`config.mk`:
```
export PLATFORM = sky130hd
export DESIGN_NAME = jsps_ctrl
export DESIGN_NICKNAME = d
export VERILOG_FILES = /design/src/rtl/jsps_pkg.sv /design/src/rtl/jsps_ctrl.sv
export SDC_FILE = /design/constraint.sdc
export NUM_CORES = 1
export LEC_CHECK = 0
export BUFFER_PORTS_ARGS = -buffer_cell sky130_fd_sc_hd__buf_2
export CAP_MARGIN = 20
export CORE_AREA = 8 8 45 47
export CTS_BUF_LIST = sky130_fd_sc_hd__clkbuf_4 sky130_fd_sc_hd__clkbuf_8 sky130_fd_sc_hd__clkbuf_16
export CTS_CLUSTER_DIAMETER = 120
export CTS_CLUSTER_SIZE = 12
export DETAILED_ROUTE_END_ITERATION = 7
export DIE_AREA = 0 0 53 55
export PLACE_DENSITY = 0.63
export SYNTH_ARGS = -nofsm -noshare
export SYNTH_HDL_FRONTEND = slang
export SYNTH_SLANG_ARGS = --single-unit
```
`constraint.sdc`:
```
create_clock -name clk -period 1.5 [get_ports clk]
set_input_delay 0.225 -clock clk [delete_from_list [all_inputs] [get_ports clk]]
set_output_delay 0.225 -clock clk [all_outputs]
set_load 0.03 [all_outputs]
```
`src/rtl/jsps_pkg.sv`:
```
`timescale 1ns / 1ps

package jsps_pkg;

  // Default store dimensions.
  localparam int MAX_WIDTH_DEFAULT  = 256;
  localparam int MAX_HEIGHT_DEFAULT = 256;

  // Field widths fixed by the item formats.
  localparam int COL_W       = 8;
  localparam int ROW_W       = 8;
  localparam int VAL_W       = 16;
  localparam int DIM_W       = 9;
  localparam int COUPLING_W  = 24;
  localparam int INV_W       = 16;
  localparam int CFG_DATA_W  = 24;
  localparam int CFG_INDEX_W = 3;
  localparam int CELL_W      = 2 * VAL_W;

  // Register reset values.
  localparam logic [DIM_W-1:0]      GRID_WIDTH_RESET  = 9'd256;
  localparam logic [DIM_W-1:0]      GRID_HEIGHT_RESET = 9'd256;
  localparam logic [COUPLING_W-1:0] COUPLING_RESET    = 24'd41943;
  localparam logic [INV_W-1:0]      INV_DENOM_RESET   = 16'd100;

  // Item kinds.
  localparam logic MODE_LOAD    = 1'b0;
  localparam logic MODE_COMPUTE = 1'b1;

  typedef enum logic [CFG_INDEX_W-1:0] {
    REG_GRID_WIDTH  = 3'd0,
    REG_GRID_HEIGHT = 3'd1,
    REG_COUPLING    = 3'd2,
    REG_INV_DENOM   = 3'd3,
    REG_CLEAR       = 3'd4
  } cfg_reg_t;

  typedef enum logic [3:0] {
    S_IDLE,
    S_RD_LEFT,
    S_RD_RIGHT,
    S_RD_DOWN,
    S_RD_UP,
    S_ACC,
    S_MUL1,
    S_MUL2,
    S_FINISH
  } state_t;

  typedef enum logic [2:0] {
    ADDR_ITEM,
    ADDR_LEFT,
    ADDR_RIGHT,
    ADDR_DOWN,
    ADDR_UP
  } addr_sel_t;

  typedef struct packed {
    logic                    mode;
    logic [COL_W-1:0]        col;
    logic [ROW_W-1:0]        row;
    logic signed [VAL_W-1:0] stream_in;
    logic signed [VAL_W-1:0] vorticity_in;
  } item_t;

  typedef struct packed {
    logic [COL_W-1:0]        col_out;
    logic [ROW_W-1:0]        row_out;
    logic signed [VAL_W-1:0] stream_out;
    logic                    saturated;
  } result_t;

  typedef struct packed {
    logic      load_we;
    logic      capture;
    logic      rd_en;
    addr_sel_t rd_sel;
    logic      vort_en;
    logic      sum_first;
    logic      sum_en;
    logic      mul1_en;
    logic      mul2_en;
    logic      out_load;
  } ctrl_cmd_t;

  typedef struct packed {
    logic in_grid;
    logic load_ok;
    logic out_busy;
  } ctrl_status_t;

endpackage

```
`src/rtl/jsps_ctrl.sv`:
```
`timescale 1ns / 1ps

module jsps_ctrl (
  input  logic                   clk,
  input  logic                   rst,
  input  logic                   item_valid,
  input  logic                   item_mode,
  output logic                   item_ready,
  input  jsps_pkg::ctrl_status_t status,
  output jsps_pkg::ctrl_cmd_t    cmd
);

  jsps_pkg::state_t state;
  jsps_pkg::state_t state_next;

  always_ff @(posedge clk) begin
    if (rst) begin
      state <= jsps_pkg::S_IDLE;
    end else begin
      state <= state_next;
    end
  end

  always_comb begin
    state_next = state;
    case (state)
      jsps_pkg::S_IDLE: begin
        if (item_valid && item_mode == jsps_pkg::MODE_COMPUTE && status.in_grid) begin
          state_next = jsps_pkg::S_RD_LEFT;
        end
      end
      jsps_pkg::S_RD_LEFT:  state_next = jsps_pkg::S_RD_RIGHT;
      jsps_pkg::S_RD_RIGHT: state_next = jsps_pkg::S_RD_DOWN;
      jsps_pkg::S_RD_DOWN:  state_next = jsps_pkg::S_RD_UP;
      jsps_pkg::S_RD_UP:    state_next = jsps_pkg::S_ACC;
      jsps_pkg::S_ACC:      state_next = jsps_pkg::S_MUL1;
      jsps_pkg::S_MUL1:     state_next = jsps_pkg::S_MUL2;
      jsps_pkg::S_MUL2:     state_next = jsps_pkg::S_FINISH;
      jsps_pkg::S_FINISH: begin
        if (!status.out_busy) begin
          state_next = jsps_pkg::S_IDLE;
        end
      end
      default: state_next = jsps_pkg::S_IDLE;
    endcase
  end

  always_comb begin
    cmd        = '0;
    cmd.rd_sel = jsps_pkg::ADDR_ITEM;
    item_ready = 1'b0;
    case (state)
      jsps_pkg::S_IDLE: begin
        item_ready = 1'b1;
        if (item_valid) begin
          if (item_mode == jsps_pkg::MODE_LOAD) begin
            cmd.load_we = status.load_ok;
          end else if (status.in_grid) begin
            cmd.capture = 1'b1;
            cmd.rd_en   = 1'b1;
          end
        end
      end
      jsps_pkg::S_RD_LEFT: begin
        cmd.rd_en   = 1'b1;
        cmd.rd_sel  = jsps_pkg::ADDR_LEFT;
        cmd.vort_en = 1'b1;
      end
      jsps_pkg::S_RD_RIGHT: begin
        cmd.rd_en     = 1'b1;
        cmd.rd_sel    = jsps_pkg::ADDR_RIGHT;
        cmd.sum_first = 1'b1;
      end
      jsps_pkg::S_RD_DOWN: begin
        cmd.rd_en  = 1'b1;
        cmd.rd_sel = jsps_pkg::ADDR_DOWN;
        cmd.sum_en = 1'b1;
      end
      jsps_pkg::S_RD_UP: begin
        cmd.rd_en  = 1'b1;
        cmd.rd_sel = jsps_pkg::ADDR_UP;
        cmd.sum_en = 1'b1;
      end
      jsps_pkg::S_ACC:    cmd.sum_en   = 1'b1;
      jsps_pkg::S_MUL1:   cmd.mul1_en  = 1'b1;
      jsps_pkg::S_MUL2:   cmd.mul2_en  = 1'b1;
      jsps_pkg::S_FINISH: cmd.out_load = !status.out_busy;
      default: begin
      end
    endcase
  end

`ifndef SYNTH
  a_compute_starts: assert property (@(posedge clk) disable iff (rst)
    (state == jsps_pkg::S_IDLE && item_valid && item_mode == jsps_pkg::MODE_COMPUTE &&
     status.in_grid) |=> state == jsps_pkg::S_RD_LEFT)
    else $error("accepted compute item did not start the neighbour reads");

  a_no_overwrite: assert property (@(posedge clk) disable iff (rst)
    cmd.out_load |-> !status.out_busy)
    else $error("result register loaded while a result was still waiting");

  a_finish_holds: assert property (@(posedge clk) disable iff (rst)
    (state == jsps_pkg::S_FINISH && !cmd.out_load) |=> state == jsps_pkg::S_FINISH)
    else $error("finished result dropped before it was registered");

  a_write_only_idle: assert property (@(posedge clk) disable iff (rst)
    cmd.load_we |-> (state == jsps_pkg::S_IDLE && !cmd.rd_en))
    else $error("cell store written during a compute");
`endif

endmodule

```
**Word-level counts from Yosys, hierarchy flattened**

Cells that the tools add are included.

- Output and inout port bits: 13
- Input port bits: 7
- Bits in registers: 4

- Equal/unequal tests: 10
- Mux-type cells: 17
- Reductions and logical operators: 7

Operator list:

| operator | count |
|---|---|
| $pmux 4 s9 | 1 |
| $eq 4x3->1 const B | 4 |
| $pmux 3 s4 | 1 |
| $eq 4x2->1 const B | 2 |
| $mux 1 | 8 |
| $mux 4 | 2 |
| $mux 2 | 3 |
| $eq 4x1->1 const B | 1 |
| $eq 4x4->1 const B | 1 |
| $logic_not 4->1 | 1 |
| $ne 2x2->1 const B | 2 |
| $reduce_or 4->1 | 1 |
| $mux 3 | 1 |
| $reduce_or 3->1 | 1 |
| $logic_and 1x1->1 | 2 |
| $pmux 1 s2 | 1 |
| $reduce_and 2->1 | 1 |
| $logic_not 1->1 | 1 |

**Depth between registers and ports, before layout**

Gate-level depths: netlist of the first run.

- Word-level depth: 4
- Depth in mapped cells: 3
- Gate-level depth less buffers: 2

**Worst setup path before layout of the first run**

Ideal clock, no wire load.

- Path type: flip-flop to output port
- Start: register state[0]
- End: output port cmd[9] (netlist bit)
- Data required time: 1,275 ps
- Stages on the path, launching flop included: 4
- Arrival: 1,449 ps
- Slack: -174 ps
- Cell sequence: dfxtp_1 -> buf_2 -> o21a_1 -> a211oi_1

RTL lines:

| what | RTL line | RTL |
|---|---|---|
| start: declaration | jsps_ctrl.sv:13 | `jsps_pkg::state_t state;` |
| start signal: assignment | jsps_ctrl.sv:18 | `state <= jsps_pkg::S_IDLE;` |
| start signal: assignment | jsps_ctrl.sv:20 | `state <= state_next;` |
| end: declaration | jsps_ctrl.sv:10 | `output jsps_pkg::ctrl_cmd_t cmd` |

==> results of run 1 <==
==> where the power goes <==
group / internal (mW) / total [mW] / switching, mW
sequential: 0.111 / 0.116 / 0.00539
combinational: 0.0736 / 0.169 / 0.0950
clock: 0.0898 / 0.139 / 0.0489
==> cell type report <==
cell class              instances  area share
flip-flops and latches          4      0.1487
multi-input cells              31      0.4612
clock buffers                   3     0.03879
repair buffers                 26      0.3168
well taps                      16     0.03448
==> worst max path at each step <==
stage | cells past startpoint | end | from
floorplan | 3 | cmd[11] | state[3]
finish | 3 | cmd[0] | state[0]
CTS | 3 | cmd[0] | state[0]
global route | 3 | cmd[0] | state[0]
global placement | 3 | cmd[0] | state[2]
detailed placement | 3 | cmd[0] | state[2]
==> through the flow <==
stage	instance area (um^2)	cells	power (mW)	setup WS [ns]
floorplan	345.3	39	0.2158	-0.04629
global placement	469.2	75	0.2595	0.1062
detailed placement	469.2	75	0.2606	0.09965
CTS	539.3	78	0.4158	-0.09999
global route	580.6	80	0.4495	-0.1535
finish	580.6	80	0.4234	-0.09741
==> timing repair <==
| action | 4_1_cts | 5_1_grt |
|---|---|---|
| buffers inserted | 0 | 1 |
| pin swaps | 2 | 3 |
| setup endpoints to repair | 11 | 10 |
| cloned | 0 | 1 |
| gates resized for setup | 17 | 8 |
==> cell families after synthesis <==
group,count (synthesis),synth area share
AO/OA/AOI/OAI,7,0.2091
XOR/XNOR,1,0.02662
buffers and inverters,4,0.06844
flip-flops,4,0.2434
AND/OR/NAND/NOR,23,0.4524
==> routing by layer <==
metal	GRT usage	vias to the layer above	share of wire
li1	-	194	-
met1	0.07599	180	0.40
met2	0.1172	16	0.45
met3	0.05882	4	0.13
met4	0.03879	0	0.024
met5	0	-	0
==> cell usage after synthesis, types with 2 or more instances <==
| library cell | instances | area share |
|---|---|---|
| a211oi_1 | 2 | 0.046 |
| buf_2 | 3 | 0.046 |
| dfxtp_1 | 4 | 0.24 |
| nand2b_1 | 5 | 0.095 |
| nor2_1 | 6 | 0.068 |
| nor3_1 | 5 | 0.076 |
==> cells in the final DEF, fill, tap and decap left out, drive strengths merged, types with 2 or more instances in the layout <==
master and count:
a211oi 2, buf 26, clkbuf 3, dfxtp 4
nand2b 5, nor2 6, nor3 5
==> metrics.md, run 1 <==
| Metric | Value |
|---|---|
| First drt pass iteration count | 4 |
| Core area | 1384 um^2 |
| Kind of end point of the critical path | output pin |
| Sequential cell area | roughly 86 um^2 |
| Reg2Reg Setup Slack | around 0.37 ns |
| Number of remaining DRC errors | 0 |
| Synth-to-layout area growth | 76.43% |
| Tcrit/Tclk final | 1.065 |
| Initial Util | 0.2378 |
| Post-Syn Nets | between 40 and 50 |
| Fmax | 0.6260 GHz |
| Cell variety after synth | 20 |
| Fin Hold WS | 0.2200 ns |
| Chip width | 53 um |
| Ports | 20 |
| Critical Path RT | 1.27 ns |
| Synthesized area per cell | ~8.4 um^2 |
| Slew HR | 0.8343 |
| Setup violators final | 4 |
| Root buffer cell | clkbuf_4 |
| N_diodes | 0 |
| Final hold violations | 0 |
| Final ANT Viol Nets | 0 |
| Worst setup SP type | flop |
| CP Buf/Inv Count | 1 |
| FILL cells | 142 |
| Seq cells post-synth | 4 |
| Die area | 2915 um^2 |
| Sequential area share after synthesis | 0.2433 |
| Leading register cell type out of synthesis | dfxtp_1 |
| Vias in the first global route | 356 |
| Leak | 0.2575 nW |
| Share of layout cells above drive strength 1 | 0.7031 |
| PortBufs | 19 |
| Final Util | 0.4195 |
| Post-CTS Hold Buffers | 0 |
| Mapped Area | 329.1 um^2 |
| Vias/cell | 4.925 |
| Crit-path cells | or4b_4 > nor2_4 > buf_6 |
| Hold Path Origin | rst |
| Status | complete, but fails checks |
| HP Class | in -> reg |
| Grt ovf | 0 |
| CTS Buf Count | 3 |
| PD cells | around 730 nW/um^2 |
| R2R Path Start | state[2] |
| Max stage delay on crit path | 0.55 ns |
| Die height | about 55 um |
| Largest net degree at the start of global routing | 12 |
| Critical-path maximum fanout | 4 |
| Multi-input combinational cell area | 267.8 um^2 |
| Sum of negative setup slack | -0.2097 ns |
| First DRT Iteration DRCs | 9 |
| EDFF count, synth | 0 |
| Yosys warns | 0 |
| WL per Instance | approximately 12 um |
| Cell count after synthesis | 39 |
| Placer Congestion | 0.7235 |
| PnR worst setup slack | -0.09741 ns |
| Total track usage | 0.07705 |
| H-tree level count | 1 |
| Clk sinks | 4 |
| Later-pin clock latency in the skew report | 0.24 ns |
| Crit path max-delay cell type | or4b_4 |
| CTS tree | built |
| Setup CP Type | reg -> out |
| Final wirelength | 993 um |
| Antenna violations before repair | 0 |
| Post-synth ARST share | 0 |
| RSZ-0062 raised after global routing | yes |
| MaxCap Viol Count | 0 |
| Worst Hold End | state[0] |
| Layout Nets | 73 |
| Clock-pin slew on the worst setup and hold paths | ~0.04 ns |
| Largest regs | state: 4 flops |
| Vias | slightly below 400 |
| Max FFs per register | 4 |
| First-pass GRT wire length | 1.593 mm |
| Hold depth | 2 |
| Most flops, register | state |
| Fin. max-slew vios | 0 |
| FP Rows | 14 |
| DP HPWL | 721.1 um |
| R2R depth | 3 |
| Reg-to-Reg End | state[2] |
| Max IR drop VDD | roughly 410 uV |
| CTS max path bufs | 2 |
| Worst Tran Pin Value | roughly 0.25 ns |
| Failing checks | negative setup slack |
| WP data arrival | approximately 1.4 ns |
| Delay-heaviest family, CP | simple AND/OR/NAND/NOR gates |
| Tmin final | 1.597 ns |
| Setup Skew | 0.005572 ns |
(Power assumes the default switching activity.)
==> inputs of run 2 (changes only) <==
- GPL_TIMING_DRIVEN: not set -> 0
==> run 2 against run 1 <==
Effect of this change:
- the flow still finishes with violations (negative setup slack)
- critical endpoint unchanged
- count of clock-buffer cells in the layout did not move
- setup slack improved by 0.028 ns
- register-to-register slack got worse by 0.09 ns
- critical path depth did not move
- highest routed layer is now met3
- design area rose by 3.9%
- wire length fell by 5.1%
- clock skew fell by 0.0013 ns
- largest cell class unchanged
==> metrics.md, run 2 (synthesized netlist as in run 1, its figures left out) <==
| Metric | Value |
|---|---|
| Slew HR | 0.8243 (-0.01004) |
| Combinational power share | 0.395 (-0.003) |
| Final hold violations | 0 (unchanged) |
| Synth-to-layout area growth | 83.27% |
| N_diodes | 0 (unchanged) |
| Most frequent cells in the layout | buf_4, buf_2, buf_6 |
| Vias in the first global route | 364 (+2.2%) |
| Share of layout cells above drive strength 1 | 0.7015 (-0.001632) |
| FP Rows | 14 (unchanged) |
| HP Class | in -> reg |
| Fin. max-slew vios | 0 (unchanged) |
| Clk sinks | 4 (unchanged) |
| Vias/cell | 4.723 (-4.1%) |
| Largest net degree at the start of global routing | 11 (-1) |
| FILL cells | 140 (-1.4%) |
| Failing checks | negative setup slack |
| Clock-pin slew on the worst setup and hold paths | 0.04 ns (about the same) |
| Status | complete, but fails checks |
| WL per Instance | 11.35 um (-8.6%) |
| Placer Congestion | 0.7671 (+6.0%) |
| Reg2Reg Setup Slack | 0.28 ns (-0.09 ns) |
| First drt pass iteration count | 3 (-1) |
| Largest regs | state: 4 flops |
| Setup Skew | 0.004238 ns (-0.001334 ns) |
| Critical Path RT | 1.27 ns (about the same) |
| WP data arrival | 1.34 ns (-0.03 ns) |
| Post-CTS Hold Buffers | 0 (unchanged) |
| PnR worst setup slack | -0.06950 ns (+0.02791 ns) |
| Initial Util | 0.2378 (unchanged) |
| Dpl cell area | 460.4 um^2 (-1.9%) |
| Max FFs per register | 4 (unchanged) |
| MaxCap Viol Count | 0 (unchanged) |
| Number of remaining DRC errors | 0 (unchanged) |
| Post-route cell area | 603.1 um^2 (+3.9%) |
| Antenna violations before repair | 0 (unchanged) |
| P_int | 276.5 uW (+0.89%) |
| Final ANT Viol Nets | 0 (unchanged) |
| Vias | 392 (-0.51%) |
| Tcrit/Tclk final | 1.046 (-0.01860) |
| Switching power | 147.4 uW (-1.2%) |
| Die height | 55 um (unchanged) |
| Die area | 2915 um^2 (unchanged) |
| Grt ovf | 0 (unchanged) |
| Later-pin clock latency in the skew report | 0.24 ns (about the same) |
| Setup WS pre-CTS | 0.08946 ns (-0.01018 ns) |
| First-pass GRT wire length | 1.518 mm (-4.7%) |
| Sw frac | 0.3477 (-0.004861) |
| Kind of end point of the critical path | output pin |
| Ports | 20 (unchanged) |
| Fmax | 0.6371 GHz (+1.8%) |
| First DRT Iteration DRCs | 6 (-3) |
| Sequential Power Share | 0.279 (+0.005) |
| CTS Buf Count | 3 (unchanged) |
| R2R Path Start | state[1] |
| Crit path capture | cmd[0] |
| Fin Hold WS | 0.2165 ns (-0.003515 ns) |
| Most flops, register | state |
| Chip width | 53 um (unchanged) |
| Setup violators final | 3 (-1) |
| Core area | 1384 um^2 (unchanged) |
| Worst Tran Pin Value | 0.2631 ns (+0.01641 ns) |
| Layout Nets | 76 (+4.1%) |
| Final wirelength | 942 um (-5.1%) |
| Worst Setup SP | state[1] |
| Setup CP Type | reg -> out |
| Total track usage | 0.06991 (-0.007142) |
| CTS max path bufs | 2 (unchanged) |
| PD cells | 703.0 nW/um^2 (-3.6%) |
| Reg-to-Reg End | state[3] |
| DP HPWL | 675 um (-6.4%) |
| RSZ-0062 raised after global routing | yes |
| Worst setup SP type | flop |
| PortBufs | 19 (unchanged) |
| Max IR drop VDD | 414.7 uV (+2.2%) |
| Leak | 0.2769 nW (+7.5%) |
| Clock share of power | 0.327 (about the same) |
| Tmin final | 1.569 ns (-0.02791 ns) |
| Critical-path maximum fanout | 3 (-1) |
| R2R depth | 3 (unchanged) |
| H-tree level count | 1 (unchanged) |
| CTS tree | built |
| Root buffer cell | clkbuf_4 |
-- run 2: cell types whose count changed in the layout (fill, tap and decap cells not counted), sizes merged --
cell  change
buf       +3
-- run 2: per-stage QoR --
stage / instances / util / TNS [ns] / power, mW
after global routing: 83 / 0.4358 / -0.3828 / 0.4509
after detailed placement: 74 / 0.3327 / 0 / 0.2545
final: 83 / 0.4358 / -0.1232 / 0.4239
after floorplan: 39 / - / -0.1650 / 0.2158
after global placement: 74 / 0.3327 / 0 / 0.2535
after CTS: 80 / 0.3888 / -0.2173 / 0.4048
-- run 2: worst min-delay path by stage --
stage / from / to / slack, ns / cells past startpoint
2_1_floorplan: rst / state[0] / 0.29 / 1
3_3_place_gp: rst / state[0] / 0.47 / 2
3_5_place_dp: rst / state[0] / 0.47 / 2
4_1_cts: rst / state[0] / 0.20 / 2
5_1_grt: rst / state[0] / 0.22 / 2
6_report: rst / state[0] / 0.22 / 2
-- run 2: critical path: stages, from the launching register on --
cell     delay [ns]
dfxtp_2        0.32
or4b_4         0.56
nor2_4         0.10
buf_6          0.13
-- run 2: cell type report --
class	count	area, um^2	area share
buffer	4	41.29	0.06846
timing repair buffer	25	175.2	0.2905
clock buffer	3	22.52	0.03734
tap	16	20.02	0.03320
sequential	4	83.83	0.1390
multi-input combinational	31	260.3	0.4315
-- run 2: metal layers --
| layer | GRT usage | vias to the layer above | wire length [um] |
|---|---|---|---|
| met5 | 0 | - | 0 |
| met4 | 0.02586 | 0 | 0 |
| met3 | 0.04011 | 0 | 95 |
| met2 | 0.1152 | 17 | 449 |
| met1 | 0.07284 | 173 | 398 |
| li1 | - | 202 | - |
-- run 2: timing repair --
| item | 4_1_cts | 5_1_grt |
|---|---|---|
| setup buffers | 3 | 3 |
| hold endpoints to repair | 0 | 0 |
| resized for setup | 12 | 16 |
| pin swaps | 2 | 5 |
| setup endpoints to repair | 8 | 8 |
-- run 2: power groups by stage --
stage	combinational, mW	sequential [mW]	clock, mW
after detailed placement	0.137	0.118	0
after floorplan	0.0986	0.117	0
after global routing	0.177	0.118	0.155
final	0.167	0.118	0.138
after global placement	0.136	0.118	0
after CTS	0.146	0.117	0.142
